**src/sv/sacwp_pkg.sv**
```systemverilog
// Shared constants and types for the sync/address/count word parser.
// No dependencies; compile first.
package sacwp_pkg;

    localparam logic [7:0]  SYNC_BYTE    = 8'h55;
    localparam logic [15:0] SYNC_ADDRESS = 16'h5555;
    localparam logic [15:0] END_ADDRESS  = 16'hFFFE;
    localparam logic [1:0]  SYNC_RUN_MAX = 2'd3;

    typedef struct packed {
        logic [15:0] word_address;
        logic [15:0] word_value;
        logic        frame_end;
    } word_t;

endpackage

```
**src/sv/sacwp_if.sv**
```systemverilog
// Valid/ready channel interfaces for the parser: byte input and word output.
// No dependencies.
interface sacwp_byte_if;
    logic       valid;
    logic       ready;
    logic [7:0] stream_byte;

    modport source (output valid, output stream_byte, input ready);
    modport sink   (input valid, input stream_byte, output ready);
endinterface

interface sacwp_word_if;
    logic        valid;
    logic        ready;
    logic [15:0] word_address;
    logic [15:0] word_value;
    logic        frame_end;

    modport source (output valid, output word_address, output word_value,
                    output frame_end, input ready);
    modport sink   (input valid, input word_address, input word_value,
                    input frame_end, output ready);
endinterface

```
**src/sv/sacwp_out_buf.sv**
```systemverilog
// Two-entry result register with skid stage for the parser word output.
// Depends on sacwp_pkg and sacwp_if.
module sacwp_out_buf
(
    input  logic                 clk,
    input  logic                 rst_n,
    input  logic                 push,
    input  sacwp_pkg::word_t     push_word,
    output logic                 space,
    sacwp_word_if.source         words
);
    import sacwp_pkg::*;

    logic  main_valid_reg, main_valid_next;
    logic  skid_valid_reg, skid_valid_next;
    word_t main_reg, main_next;
    word_t skid_reg, skid_next;
    logic  pop;

    assign pop   = words.valid && words.ready;
    assign space = !skid_valid_reg;

    always_comb
    begin
        main_valid_next = main_valid_reg;
        skid_valid_next = skid_valid_reg;
        main_next       = main_reg;
        skid_next       = skid_reg;
        if (pop || !main_valid_reg)
        begin
            if (skid_valid_reg)
            begin
                // advance the skid entry; input is stalled so nothing new arrives
                main_next       = skid_reg;
                main_valid_next = 1'b1;
                skid_valid_next = 1'b0;
            end
            else
            begin
                main_next       = push_word;
                main_valid_next = push;
            end
        end
        else if (push)
        begin
            // hold the waiting word, park the new one
            skid_next       = push_word;
            skid_valid_next = 1'b1;
        end
    end

    always_ff @(posedge clk or negedge rst_n)
    begin
        if (!rst_n)
        begin
            main_valid_reg <= 1'b0;
            skid_valid_reg <= 1'b0;
        end
        else
        begin
            main_valid_reg <= main_valid_next;
            skid_valid_reg <= skid_valid_next;
        end
    end

    always_ff @(posedge clk)
    begin
        main_reg <= main_next;
        skid_reg <= skid_next;
    end

    assign words.valid        = main_valid_reg;
    assign words.word_address = main_reg.word_address;
    assign words.word_value   = main_reg.word_value;
    assign words.frame_end    = main_reg.frame_end;

endmodule

```
**src/sv/sync_address_count_word_parser.sv**
```systemverilog
// Byte-stream parser: sync run, little-endian address and count, then data words.
// A finished word is registered in the output buffer (main or skid entry) before it is shown.
// Throughput: one byte per cycle while the output buffer has space;
// the skid stage keeps input open while one finished word waits.
// Reset (rst_n low, asynchronous): waits for sync, counters and address cleared,
// output empty.
module sync_address_count_word_parser
(
    input  logic         clk,
    input  logic         rst_n,
    sacwp_byte_if.sink   bytes,
    sacwp_word_if.source words
);
    import sacwp_pkg::*;

    typedef enum logic [2:0] {
        PH_WAIT_SYNC = 3'd0,
        PH_ADDR_LO   = 3'd1,
        PH_ADDR_HI   = 3'd2,
        PH_CNT_LO    = 3'd3,
        PH_CNT_HI    = 3'd4,
        PH_DATA_LO   = 3'd5,
        PH_DATA_HI   = 3'd6
    } phase_t;

    phase_t      phase_reg, phase_next;
    logic [1:0]  sync_run_reg, sync_run_next;
    logic [15:0] address_reg, address_next;
    logic [15:0] bytes_left_reg, bytes_left_next;
    logic [7:0]  low_byte_reg, low_byte_next;

    logic        space;
    logic        take;
    logic        emit;
    word_t       emit_word;
    logic [7:0]  b;
    logic [15:0] left_dec;

    assign bytes.ready = space;
    assign take        = bytes.valid && space;
    assign b           = bytes.stream_byte;
    assign left_dec    = bytes_left_reg - 16'd1;

    always_comb
    begin
        phase_next      = phase_reg;
        sync_run_next   = sync_run_reg;
        address_next    = address_reg;
        bytes_left_next = bytes_left_reg;
        low_byte_next   = low_byte_reg;
        emit            = 1'b0;
        emit_word.word_address = address_reg;
        emit_word.word_value   = {b, low_byte_reg};
        emit_word.frame_end    = (left_dec == 16'd0) && (address_reg == END_ADDRESS);

        if (take)
        begin
            case (phase_reg)
                PH_ADDR_LO:
                begin
                    address_next = {8'd0, b};
                    phase_next   = PH_ADDR_HI;
                end
                PH_ADDR_HI:
                begin
                    address_next = {b, address_reg[7:0]};
                    phase_next   = ({b, address_reg[7:0]} == SYNC_ADDRESS) ? PH_WAIT_SYNC
                                                                           : PH_CNT_LO;
                end
                PH_CNT_LO:
                begin
                    bytes_left_next = {8'd0, b};
                    phase_next      = PH_CNT_HI;
                end
                PH_CNT_HI:
                begin
                    bytes_left_next = {b, bytes_left_reg[7:0]};
                    phase_next      = PH_DATA_LO;
                end
                PH_DATA_LO:
                begin
                    low_byte_next   = b;
                    bytes_left_next = left_dec;
                    phase_next      = PH_DATA_HI;
                end
                PH_DATA_HI:
                begin
                    emit            = 1'b1;
                    bytes_left_next = left_dec;
                    if (left_dec == 16'd0)
                    begin
                        phase_next = PH_ADDR_LO;
                    end
                    else
                    begin
                        address_next = address_reg + 16'd2;
                        phase_next   = PH_DATA_LO;
                    end
                end
                default:
                begin
                    phase_next = PH_WAIT_SYNC;
                end
            endcase

            // fourth sync byte in a row forces a new address, even mid-frame
            if (b == SYNC_BYTE)
            begin
                if (sync_run_reg == SYNC_RUN_MAX)
                begin
                    sync_run_next = 2'd0;
                    phase_next    = PH_ADDR_LO;
                end
                else
                begin
                    sync_run_next = sync_run_reg + 2'd1;
                end
            end
            else
            begin
                sync_run_next = 2'd0;
            end
        end
    end

    always_ff @(posedge clk or negedge rst_n)
    begin
        if (!rst_n)
        begin
            phase_reg      <= PH_WAIT_SYNC;
            sync_run_reg   <= 2'd0;
            address_reg    <= 16'd0;
            bytes_left_reg <= 16'd0;
            low_byte_reg   <= 8'd0;
        end
        else
        begin
            phase_reg      <= phase_next;
            sync_run_reg   <= sync_run_next;
            address_reg    <= address_next;
            bytes_left_reg <= bytes_left_next;
            low_byte_reg   <= low_byte_next;
        end
    end

    sacwp_out_buf u_out_buf
    (
        .clk       (clk),
        .rst_n     (rst_n),
        .push      (emit),
        .push_word (emit_word),
        .space     (space),
        .words     (words)
    );

endmodule
```
**src/flat_wrapper.sv**
```systemverilog
// flat-port wrapper written by rule: the top's interface ports become plain ports
module sync_address_count_word_parser_flat import sacwp_pkg::*;
  (clk, rst_n, bytes_valid, bytes_stream_byte, bytes_ready, words_valid, words_word_address, words_word_value, words_frame_end, words_ready);
  sacwp_byte_if bytes_i ();
  sacwp_word_if words_i ();
  input  logic clk;
  input  logic rst_n;
  input wire logic [$bits(bytes_i.valid)-1:0] bytes_valid;
  input wire logic [$bits(bytes_i.stream_byte)-1:0] bytes_stream_byte;
  output wire logic [$bits(bytes_i.ready)-1:0] bytes_ready;
  output wire logic [$bits(words_i.valid)-1:0] words_valid;
  output wire logic [$bits(words_i.word_address)-1:0] words_word_address;
  output wire logic [$bits(words_i.word_value)-1:0] words_word_value;
  output wire logic [$bits(words_i.frame_end)-1:0] words_frame_end;
  input wire logic [$bits(words_i.ready)-1:0] words_ready;
  assign bytes_i.valid = bytes_valid;
  assign bytes_i.stream_byte = bytes_stream_byte;
  assign bytes_ready = bytes_i.ready;
  assign words_valid = words_i.valid;
  assign words_word_address = words_i.word_address;
  assign words_word_value = words_i.word_value;
  assign words_frame_end = words_i.frame_end;
  assign words_i.ready = words_ready;
  sync_address_count_word_parser u_core (.clk(clk), .rst_n(rst_n), .bytes(bytes_i), .words(words_i));
endmodule
```
**config.mk**
```make
export PLATFORM = sky130hd
export DESIGN_NAME = sync_address_count_word_parser_flat
export DESIGN_NICKNAME = d
export VERILOG_FILES = /design/src/sv/sacwp_pkg.sv /design/src/sv/sacwp_if.sv /design/src/sv/sacwp_out_buf.sv /design/src/sv/sync_address_count_word_parser.sv /design/src/flat_wrapper.sv
export SDC_FILE = /design/constraint.sdc
export NUM_CORES = 1
export LEC_CHECK = 0
export BUFFER_PORTS_ARGS = -buffer_cell sky130_fd_sc_hd__buf_2
export CAP_MARGIN = 20
export CORE_MARGIN = 1
export CORE_UTILIZATION = 53
export CTS_CLUSTER_SIZE = 40
export DETAILED_ROUTE_END_ITERATION = 10
export PLACE_DENSITY = 0.72
export SYNTH_ARGS = -nofsm -noshare
export SYNTH_HDL_FRONTEND = slang
export SYNTH_SLANG_ARGS = --single-unit
```
**constraint.sdc**
```tcl
create_clock -name clk -period 7.14 [get_ports clk]
set_input_delay 1.071 -clock clk [delete_from_list [all_inputs] [get_ports clk]]
set_output_delay 1.071 -clock clk [all_outputs]
set_load 0.02 [all_outputs]
```
== Yosys cells after proc, flatten, opt, wreduce, memory -nomap -nowiden ==
Index checks and enable logic that the tools add are counted.
Word-level totals
  register bits after elaboration: 113
  input port bits: 12
  output and inout bits: 35
Cells by class
  add/sub/neg operators: 3
  equality and inequality tests: 11
  mux-type cells: 16
  bitwise gates (word level): 3
  reduce and logical (&&, ||, !) cells: 19
Operators by type and width (count)
  16-bit case mux with 3 select lines: 2
  33-bit 2-to-1 mux: 1
  3-bit case mux with 6 select lines: 1
  16-bit by 2-bit adder with 16-bit output, second input constant: 1
  16-bit by 15-bit == test with 1-bit output, second input constant: 1
  16-bit == test, second input constant: 1
  16-bit logical NOT: 1
  16-bit 2-to-1 mux: 1
  16-bit by 1-bit subtractor with 16-bit output, second input constant: 1
  3-bit == test, second input constant: 3
  3-bit 2-to-1 mux: 3
  8-bit by 7-bit == test with 1-bit output, second input constant: 1
  3-bit by 2-bit == test with 1-bit output, second input constant: 2
  2-bit 2-to-1 mux: 3
  2-bit AND reduction: 3
  3-bit AND reduction: 2
  2-bit nonzero test: 3
  3-bit nonzero test: 2
  1-bit 2-to-1 mux: 5
  4-bit AND reduction: 1
  3-bit by 1-bit == test with 1-bit output, second input constant: 1
  1-bit logical AND: 3
  1-bit NOT: 3
  2-bit by 1-bit adder with 2-bit output, second input constant: 1
  5 further kinds: 6

== Logic depth before layout (Yosys ltp) ==
Gate-level depths: netlist (run 1).
  depth in word-level cells: 6
  depth in mapped cells: 10
  gate-level depth less buffers: 10

== Modules after synthesis ==
A second synthesis (run 1) with hierarchy kept.
Unflattened totals
  cells, all modules: 447
  area total of the unflattened synthesis: 5494.0 um^2
Modules (own cells, without submodules)
  sync_address_count_word_parser: times used 1, cells each 335, area each 2885.3 um^2, seq. area each 1126.1 um^2
  sacwp_out_buf: times used 1, cells each 112, area each 2608.8 um^2, seq. area each 2031.9 um^2

== Least setup slack after synthesis (run 1) ==
Ideal clock, no wire load.
  kind: input -> register
  from: input port words_ready
  to: register u_core.u_out_buf.skid_reg[0] (netlist name) (enable)
  library setup time: 464 ps
  arrival: 4328 ps
  slack: 2348 ps
  cell stages on the path: 2
  buffers on the path: 0
  path through: nand2b_1 -> nor3_1
On the way
  word-level cells in the longest chain between the ends: 4
Ends and longest elaborated chain
  start: declaration: RTL line flat_wrapper.sv:15  | input wire logic [$bits(words_i.ready)-1:0] words_ready;
  1-bit logical AND: RTL line sacwp_out_buf.sv:20  | assign pop = words.valid && words.ready;
  1-bit logical OR: RTL line sacwp_out_buf.sv:29  | if (pop || !main_valid_reg)
  1-bit NOT (no line)
  2-bit AND reduction (no line)
  end signal: assignment: RTL line sacwp_out_buf.sv:69  | skid_reg <= skid_next;
  end: declaration: RTL line sacwp_out_buf.sv:17  | word_t skid_reg, skid_next;
Every way passes these cells.
A chain may end at the register's enable or synchronous reset.

== Final worst setup path (run 1) ==
  from: register u_core.bytes_left_reg[0]
  to: register u_core.address_reg[2]
On the way
  word-level cells in the longest chain between the ends: 4
Ends and longest elaborated chain
  start: declaration: RTL line sync_address_count_word_parser.sv:29  | logic [15:0] bytes_left_reg, bytes_left_next;
  start signal: assignment: RTL line sync_address_count_word_parser.sv:141  | bytes_left_reg <= bytes_left_next;
  16-bit by 1-bit subtractor with 16-bit output: RTL line sync_address_count_word_parser.sv:42  | assign left_dec = bytes_left_reg - 16'd1;
  16-bit logical NOT: RTL line sync_address_count_word_parser.sv:90  | if (left_dec == 16'd0)
  2-bit inequality test (no line)
  4-bit AND reduction (no line)
  end signal: assignment: RTL line sync_address_count_word_parser.sv:140  | address_reg <= address_next;
  end: declaration: RTL line sync_address_count_word_parser.sv:28  | logic [15:0] address_reg, address_next;
Every way passes these cells.

==> results.cfg, run 1 <==
[global_route]
grt-ovfl-total = 0
grt_first_pass_wirelength_mm = 19.0
track_usage = 0.240
antenna_found_initial = 0
grt_pass1_vias = 3668
grt_max_degree = 48

[synthesis]
synth-edff-count = 66
synthesis.instances = 474
synth_nets = 490
synth_flop_cell = edfxtp_1
synth_warnings = 0
ys_seq_area_frac = 0.584
synthArstFlopShare = 0.416
yosysUniqueCellTypes = 57
synth_seq_cells = 113
synth_area_um2 = 5410
syn_avg_cell_area_um2 = 11.4

[pwr]
power_frac_clock = 0.298
combPwrFrac = 0.279
powerDensity_nw_per_um2 = 413
ir_worst_vdd_uv = 197
internal_power_w = 0.00164
p_switching_w = 0.000953
p_leak_nw = 2.49
seq_power_share = 0.422
switching_share = 0.367

[routing]
vias = 3946
drc_errors = 0
vias_per_cell = 5.92
wl_per_cell_um = 18.0
first_pass_iters = 7
initialDrtViolationCount = 212
wl_mm = 12.0
drtAntennaViolNets = 0

[place]
gp_congestion = 0.894
numPortBuffers = 46
dpl.hpwl_mm = 7.63

[clock_tree]
cts_max_level = 4
ctsHoldBuffers = 0
post-cts-setup-buffers = 0
insertion_delay_ps = 510
cts_tree = yes
cts_buffer_depth = 2
cts_sinks = 113
path_clk_slew_ps = 60
ctsResizeCount = 0
root_buffer = clkbuf_8
cts-buffers-inserted = 17

[floorplan]
row_count = 36
pin_count = 47
core-area_um2 = 9820
die_x_um = 103
die_area_um2 = 10600
die_h_um = 103
start_util = 0.551

[sta]
fmax_mhz = 334
setup_violations = 0
finalHoldViolations = 0
rsz0062_at_grt = false
fin_crit_ps = 2990
fin_crit_sh = 0.419
finalMaxSlewViolations = 0
skew_ps = 6.33
worstMarginPinSlew_ps = 915
maxSlewHeadroom = 0.385
fin_setup_tns_ps = 0

[finish]
largest_reg_flops = 33
synthToLayoutAreaGrowth_pct = 16.3
final_core_util = 0.640
layout-drive-gt1-share = 0.253
nets = 536
diodes = 0

[critical_path]
critPathArrivalTime_ps = 3380
slowest_delay_ps = 470
critPathCaptureType = flop
crit_chain = inv_1 > ha_1 > nor3b_2 > nand2_1 > o22ai_1 > nand4_4 > a21oi_4 > nand2b_4 > mux2_4
rr_worst_depth = 9
required_ps = 7530
crit_buf_inv = 1
crit_path_max_fanout = 7
cp-start-kind = flop
cp_num_cells = 9
crit_family = simple AND/OR/NAND/NOR gates
crit_type = flop to flop
cp_slowest_cell = dfrtp_1

[hold_path]
hp-class = flop to flop
hold_path_depth = 0

[run_status]
status = finished, final reports clean

[job]
max_cap_violations = 0
synth_stat cells (5+ instances only):
library cell,number,share of area
clkbuf_1,20,0.014
a22oi_1,5,0.0069
nand2b_1,5,0.0058
a21oi_1,23,0.021
and3_1,8,0.0093
edfxtp_1,66,0.37
inv_1,14,0.0097
nor4_1,6,0.0069
nand2_1,39,0.027
o21ai_0,68,0.063
a31oi_1,7,0.0081
nor2b_1,5,0.0058
dfrtp_1,47,0.22
nor2_1,37,0.026
mux2_2,35,0.073
nor3_1,17,0.016
nand3_1,8,0.0074
metal layers:
layer / wire length [um] / up-vias / track usage / share of wire
li1: - / 1859 / - / -
met1: 5240 / 1932 / 0.320 / 0.44
met2: 5850 / 137 / 0.384 / 0.49
met3: 618 / 18 / 0.0522 / 0.052
met4: 247 / 0 / 0.0986 / 0.021
met5: 0 / - / 0 / 0
cell families (layout without fill, tap and decap cells):
family	count (synthesis)	in the layout	synth area share
mux	37	37	0.0775
fa+ha+maj	4	4	0.00925
compound gates	128	128	0.139
flops	113	113	0.584
simple gates	151	151	0.155
xor+xnor	3	3	0.00486
buf+inv	38	97	0.0296
area by class of cell:
cell class              instances  area [um2]
flip-flops and latches        113        3160
multi-input cells             323        2100
clock inverters                15         131
clock buffers                  17         414
fillers                       765        3530
well taps                     133         166
repair buffers                 51         268
inverters                      14        52.6
path summary, 6_finish.rpt:
kind                                                 startpoint                                      to  slack, ps
max                        u_core.bytes_left_reg[0]$_DFFE_PN0P_       u_core.address_reg[2]$_DFFE_PN0P_       4150
max reg2reg                u_core.bytes_left_reg[0]$_DFFE_PN0P_       u_core.address_reg[2]$_DFFE_PN0P_       4150
min                          u_core.low_byte_reg[0]$_DFFE_PN0P_  u_core.u_out_buf.skid_reg[1]$_DFFE_PP_        480
max in group asynchronous                                 rst_n    u_core.bytes_left_reg[9]$_DFFE_PN0P_       6050
min reg2reg                  u_core.low_byte_reg[0]$_DFFE_PN0P_  u_core.u_out_buf.skid_reg[1]$_DFFE_PP_        480
min in group asynchronous                                 rst_n    u_core.bytes_left_reg[2]$_DFFE_PN0P_        660
stage by stage:
stage                     area (um2)  instances  worst slack [ps]  hold WS (ps)  total power [W]
after global placement          5740        634              4250           450          0.00179
after floorplan                 5410        474              2350           439          0.00161
final                           6290        666              4150           479          0.00260
after detailed placement        5740        634              4210           457          0.00182
after CTS                       6290        666              4200           471          0.00260
after global routing            6290        666              3930           482          0.00274
power by group through the flow:
stage | clock network [W] | logic, W | registers (W)
finish | 0.000774 | 0.000725 | 0.00110
global route | 0.000814 | 0.000803 | 0.00112
CTS | 0.000780 | 0.000724 | 0.00109
detailed placement | 0 | 0.000718 | 0.00110
global placement | 0 | 0.000701 | 0.00109
floorplan | 0 | 0.000517 | 0.00110
layout by cell type, fill, tap and decap left out, types with 3 or more instances in the layout:
cell type / n
o21ai_0: 68
nor2_1: 37
buf_4: 5
nand2b_1: 4
clkinvlp_4: 4
a31oi_1: 7
a22oi_1: 5
nor3_1: 16
clkinv_2: 3
dfrtp_1: 47
ha_1: 4
mux2_2: 35
nor2b_1: 5
o21ai_1: 3
nor4_1: 6
a221o_1: 3
and3_1: 8
clkbuf_16: 16
buf_2: 46
a21oi_1: 23
nor4b_1: 3
a32oi_1: 4
inv_6: 5
nand2_1: 39
edfxtp_1: 66
nand3_1: 8
a211oi_1: 3
inv_1: 14
worst register-to-register path, stage by stage, from the launching register on:
cell and delay, ps:
dfrtp_1 470, inv_1 120, ha_1 280, nor3b_2 410
nand2_1 210, o22ai_1 430, nand4_4 220, a21oi_4 240
nand2b_4 190, mux2_4 300
Note: power is estimated with default switching activity, not from simulation.
==> inputs of run 2 (changes only) <==
- PLACE_DENSITY: 0.72 -> 0.75
- clock period: 7.14 -> 2.4 ns (I/O delays scaled with it)
==> run 2 against run 1 <==
  * The flow now finishes with violations (negative setup slack)
  * Die area is the same
  * Final area grew 8.4%
  * Clock-buffer cell count unchanged
  * Sequential power grew to 2.8 times the previous value
  * Non-clock buffer count is 53 higher
  * Fmax rose by 17%
==> results.cfg, run 2 (synthesis results as in run 1) <==
[run_status]
status = finished, violations left
violations = negative setup slack

[critical_path]
crit_chain = buf_4 > nor4_4 > buf_4 > xnor2_1 > a22oi_2 > nor4b_4 > nand4_4 > a21oi_4 > nand2b_4 > mux2_4
crit_path_max_fanout = 5
slowest_delay_ps = 420
worst-r2r-setup-slack_ps = -160
r2r-end = u_core.address_reg[2]$_DFFE_PN0P_
cp-start-kind = flop
rr_worst_depth = 10
required_ps = 2800
worstSetupEndpoint = u_core.address_reg[2]$_DFFE_PN0P_
critPathCaptureType = flop
crit_start = u_core.bytes_left_reg[0]$_DFFE_PN0P_
crit_type = flop to flop
cp_slowest_cell = dfrtp_2
critical_path.most_common_cell = buf_4
reg2reg_from = u_core.bytes_left_reg[0]$_DFFE_PN0P_
critPathArrivalTime_ps = 2960

[routing]
drc_errors = 0
wl_per_cell_um = 18.6
initialDrtViolationCount = 356
drtAntennaViolNets = 0
vias_per_cell = 6.00
vias = 4312
wl_mm = 13.3
first_pass_iters = 5

[global_route]
grt-ovfl-total = 0
track_usage = 0.264
grt_pass1_vias = 4128
grt_first_pass_wirelength_mm = 20.6
antenna_found_initial = 0
grt_max_degree = 36

[place]
dp_cells = 677
numPortBuffers = 46
dpl.hpwl_mm = 8.68
gp_congestion = 0.894

[finish]
multi_input_area_um2 = 2200
n_fill_cell = 694
final_cells = 719
diodes = 0
mostFrequentLayoutCell = edfxtp_1
final_cell_mix = edfxtp_1 (66), o21ai_0 (58), buf_4 (55), buf_2 (46), dfrtp_1 (45)
synthToLayoutAreaGrowth_pct = 26.0
layout-drive-gt1-share = 0.352
register_area_um2 = 3160
largest_reg_flops = 33
final_core_util = 0.694
nets = 589

[sta]
maxSlewHeadroom = 0.583
skew_ps = 9.48
fin_crit_sh = 1.07
finalHoldViolations = 0
worstMarginPinSlew_ps = 625
fin_crit_ps = 2560
worst_slack_ps = -161
fin_setup_tns_ps = -1260
finalMaxSlewViolations = 0
rsz0062_at_grt = true
setup_violations = 16
hold_ws_ps = 113
fmax_mhz = 391

[pwr]
seq_power_share = 0.366
power_frac_clock = 0.282
internal_power_w = 0.00533
ir_worst_vdd_uv = 615
p_total_w = 0.00845
combPwrFrac = 0.352
p_switching_w = 0.00312
p_leak_nw = 2.79
powerDensity_nw_per_um2 = 1240
switching_share = 0.369

[floorplan]
row_count = 36
pin_count = 47
die_h_um = 103
die_area_um2 = 10600
core-area_um2 = 9820
start_util = 0.551
die_x_um = 103

[clock_tree]
insertion_delay_ps = 520
root_buffer = clkbuf_8
cts_buffer_depth = 2
cts-buffers-inserted = 17
path_clk_slew_ps = 60
cts_max_level = 4
cts_tree = yes
cts_sinks = 113

[job]
max_cap_violations = 0

[hold_path]
hp-class = input pin to flop
==> run 2: power by group through the flow <==
stage | combinational (W) | sequential, W | clock [W]
3_5_place_dp | 0.00271 | 0.00313 | 0
6_report | 0.00297 | 0.00309 | 0.00238
5_1_grt | 0.00323 | 0.00316 | 0.00249
3_3_place_gp | 0.00263 | 0.00308 | 0
2_1_floorplan | 0.00159 | 0.00327 | 0
4_1_cts | 0.00279 | 0.00309 | 0.00240
==> run 2: layout make-up <==
type,count,area share
Sequential cell,113,0.464
Clock buffer,17,0.0607
Inverter,14,0.00771
Clock inverter,15,0.0220
Tap cell,133,0.0244
Multi-Input combinational cell,323,0.322
Timing Repair Buffer,104,0.0991
==> run 2: timing repair <==
action,4_1_cts,5_1_grt
setup buffers,3,8
endpoints found under the hold margin,20,0
hold buffers,1,0
setup endpoints to repair,17,19
pin swaps,4,8
gates resized for setup,7,21
==> run 2: critical path: cells and delay by family, from the launching register on <==
family | cells | cell delay, ps
flip-flops | 1 | 420
XOR/XNOR | 1 | 120
multiplexers | 1 | 310
buffers and inverters | 2 | 340
AO/OA/AOI/OAI | 2 | 280
AND/OR/NAND/NOR | 4 | 970
==> run 2: worst min-delay path by stage <==
| stage | endpoint | start | slack, ps | depth (start not counted) |
|---|---|---|---|---|
| 6_report | u_core.u_out_buf.words.valid$_DFFE_PN0N_ | bytes_valid | 110 | 3 |
| 5_1_grt | u_core.u_out_buf.words.valid$_DFFE_PN0N_ | bytes_valid | 120 | 3 |
| 4_1_cts | u_core.u_out_buf.words.valid$_DFFE_PN0N_ | bytes_valid | 100 | 3 |
| 3_5_place_dp | u_core.bytes_left_reg[10]$_DFFE_PN0P_ | rst_n | 240 | 1 |
| 3_3_place_gp | u_core.low_byte_reg[1]$_DFFE_PN0P_ | rst_n | 230 | 1 |
| 2_1_floorplan | u_core.address_reg[0]$_DFFE_PN0P_ | rst_n | 60 | 0 |
==> run 2: through the flow <==
step           area, um2  setup WS (ps)
2_1_floorplan       5480           -187
3_3_place_gp        6100           -118
3_5_place_dp        6100           -206
4_1_cts             6700           -116
5_1_grt             6820           -233
6_report            6820           -161
==> run 2: routing by layer <==
layer  routed length [um]  vias to the layer above  track usage
met5                    0                        -            0
met4                  399                        0        0.128
met3                 1010                       39       0.0678
met2                 6560                      237        0.433
met1                 5370                     2073        0.327
li1                     -                     1963            -
==> inputs of run 3 (changes only) <==
- SYNTH_HIERARCHICAL: unset -> 1
==> run 3 against run 2 <==
  * Highest routed layer unchanged
  * Critical endpoint is now u_core/u_out_buf/words.frame_end$_DFFE_PP_
  * Combinational power about the same
  * Cell count down 6.5%
  * The run now ends clean
  * Synthesized cell count down 5.7%
  * Critical path type unchanged
  * Routed wire length down 4.2%
  * Largest power group unchanged
  * Clock power up 4%
  * Sequential cell count unchanged
  * Sequential share of layout area up 0.88 points
  * Register-to-register slack better by 190 ps
==> results.cfg, run 3 <==
[run_status]
status = finished, final reports clean

[sta]
finalHoldViolations = 0
skew_ps = 7.90
fin_crit_sh = 0.986
worstMarginPinSlew_ps = 1090
hold_ws_ps = 177
fmax_mhz = 422
maxSlewHeadroom = 0.268
finalMaxSlewViolations = 0
fin_crit_ps = 2370
rsz0062_at_grt = true
setup_violations = 0

[floorplan]
core-area_um2 = 9910
pin_count = 47
start_util = 0.554
die_area_um2 = 10800
die_x_um = 104
die_h_um = 104
row_count = 36

[routing]
drc_errors = 0
wl_per_cell_um = 19.0
drtAntennaViolNets = 0
vias_per_cell = 6.00
wl_mm = 12.8
initialDrtViolationCount = 378
first_pass_iters = 7
vias = 4032

[synthesis]
synth_area_um2 = 5490
yosysTopAreaCell = edfxtp_1
synth_seq_cells = 113
synth_area_leaders = edfxtp_1 (36%), dfrtp_1 (21%), mux2_4 (7.7%)
synth_nets = 463
synth_flop_cell = edfxtp_1
synthArstFlopShare = 0.416
synthesis.instances = 447
synth_warnings = 6
syn_avg_cell_area_um2 = 12.3
yosysUniqueCellTypes = 59
synth_common_cells = edfxtp_1 (66), dfrtp_1 (47), o21ai_0 (37), nand2_1 (35), a21oi_1 (30)
synth-edff-count = 66
ys_seq_area_frac = 0.575
synth.top_cell.area_share = 0.361
synth_most_common_cell = edfxtp_1

[pwr]
p_total_w = 0.00865
ir_worst_vdd_uv = 623
powerDensity_nw_per_um2 = 1290
p_leak_nw = 2.75

[finish]
nets = 542
final_cell_mix = edfxtp_1 (66), buf_2 (46), dfrtp_1 (45), o21ai_0 (36), nand2_1 (34)
multi_input_area_um2 = 2230
diodes = 0
synthToLayoutAreaGrowth_pct = 21.8
largest_reg_flops = 33
n_fill_cell = 750
layout-drive-gt1-share = 0.327
final_cells = 672
mostFrequentLayoutCell = edfxtp_1
register_area_um2 = 3160
final_core_util = 0.675

[clock_tree]
cts_buffer_depth = 2
path_clk_slew_ps = 60
cts_max_level = 4
insertion_delay_ps = 510
cts_tree = yes
cts-buffers-inserted = 17
root_buffer = clkbuf_8
cts_sinks = 113

[global_route]
top_usage_layer = met2
antenna_found_initial = 0
grt-ovfl-total = 0
grt_first_pass_wirelength_mm = 20.0
grtUsageMet1 = 0.343
use_met2 = 0.366
grt_pass1_vias = 3847
track_usage = 0.242
grt_max_degree = 35
gr-usage-met3 = 0.0491

[critical_path]
cp-start-kind = flop
r2r-end = u_core/u_out_buf/words.frame_end$_DFFE_PP_
crit_chain = or4_4 > nor4_4 > xor2_1 > nor2_2 > buf_4 > nand2_4 > nor2_1 > mux2_2
reg2reg_from = u_core/bytes_left_reg[2]$_DFFE_PN0P_
cp_num_cells = 8
crit_buf_inv = 1
rr_worst_depth = 8
worst-r2r-setup-slack_ps = 30
crit_type = flop to flop
cp_slowest_cell = or4_4
critPathCaptureType = flop
crit_family = simple AND/OR/NAND/NOR gates
required_ps = 2660
crit_path_max_fanout = 5
slowest_delay_ps = 570
critPathArrivalTime_ps = 2630

[place]
dpl.hpwl_mm = 8.00
dp_cells = 636
gp_congestion = 0.895
numPortBuffers = 46

[job]
max_cap_violations = 0

[hold_path]
hp-class = input pin to async pin
[run 3: cell types whose count changed after synthesis, moves of 7 or more]
cell     change
nor2_1       -8
a22o_1       +8
a21oi_1      +7
mux2_4      +27
o21ai_0     -31
mux2_2      -21
[run 3: worst register-to-register path, stage by stage (launching register included)]
cell and delay (ps):
dfrtp_1 390, or4_4 570, nor4_4 300, xor2_1 210, nor2_2 90, buf_4 160, nand2_4 90, nor2_1 60
mux2_2 250
[run 3: layer usage]
layer,part of all wire,up-vias
met2,0.45,209
met5,0,-
li1,-,1846
met4,0.031,0
met3,0.078,37
met1,0.44,1940
[run 3: worst max-delay path by stage]
stage | start | end
after floorplan | u_core/bytes_left_reg[4]$_DFFE_PN0P_ | u_core/address_reg[2]$_DFFE_PN0P_
after global placement | u_core/bytes_left_reg[10]$_DFFE_PN0P_ | u_core/address_reg[2]$_DFFE_PN0P_
after detailed placement | u_core/bytes_left_reg[10]$_DFFE_PN0P_ | u_core/address_reg[2]$_DFFE_PN0P_
after CTS | u_core/bytes_left_reg[5]$_DFFE_PN0P_ | u_core/address_reg[2]$_DFFE_PN0P_
after global routing | u_core/bytes_left_reg[2]$_DFFE_PN0P_ | u_core/u_out_buf/words.frame_end$_DFFE_PP_
final | u_core/bytes_left_reg[2]$_DFFE_PN0P_ | u_core/u_out_buf/words.frame_end$_DFFE_PP_
[run 3: layout make-up]
cell class | instances | area share
multi-input combinational | 303 | 0.333
sequential | 113 | 0.472
timing repair buffer | 82 | 0.0776
inverter | 9 | 0.00505
clock buffer | 19 | 0.0630
tap | 133 | 0.0249
clock inverter | 13 | 0.0241
[run 3: power breakdown]
group | internal (W) | leakage (nW) | switching [W]
sequential | 0.00273 | 1.26 | 0.000474
clock | 0.00158 | 0.275 | 0.000895
combinational | 0.00130 | 1.21 | 0.00167
[run 3: cells by family after synthesis]
| kind of cell | Yosys count | share of synthesized area |
|---|---|---|
| AO/OA/AOI/OAI | 109 | 0.128 |
| XOR/XNOR | 12 | 0.0191 |
| adder cells (fa/ha/maj) | 4 | 0.00911 |
| buffers and inverters | 31 | 0.0328 |
| flip-flops | 113 | 0.575 |
| multiplexers | 43 | 0.107 |
| AND/OR/NAND/NOR | 135 | 0.128 |
[run 3: per-stage QoR]
step	TNS (ps)	cell area, um2	setup WS [ps]
6_report	0	6690	32.4
5_1_grt	-329	6690	-50.9
4_1_cts	-16.7	6640	-16.7
3_5_place_dp	-132	6010	-89.8
3_3_place_gp	-42.7	6010	-42.7
2_1_floorplan	0	5500	29.4
[run 3: timing repair]
| item | 4_1_cts | 5_1_grt |
|---|---|---|
| buffers inserted | 2 | 1 |
| pin swaps | 1 | 17 |
| endpoints found under the setup margin | 9 | 10 |
| gates resized for setup | 7 | 9 |
| hold buffers | 1 | 0 |
| hold endpoints to repair | 47 | 0 |
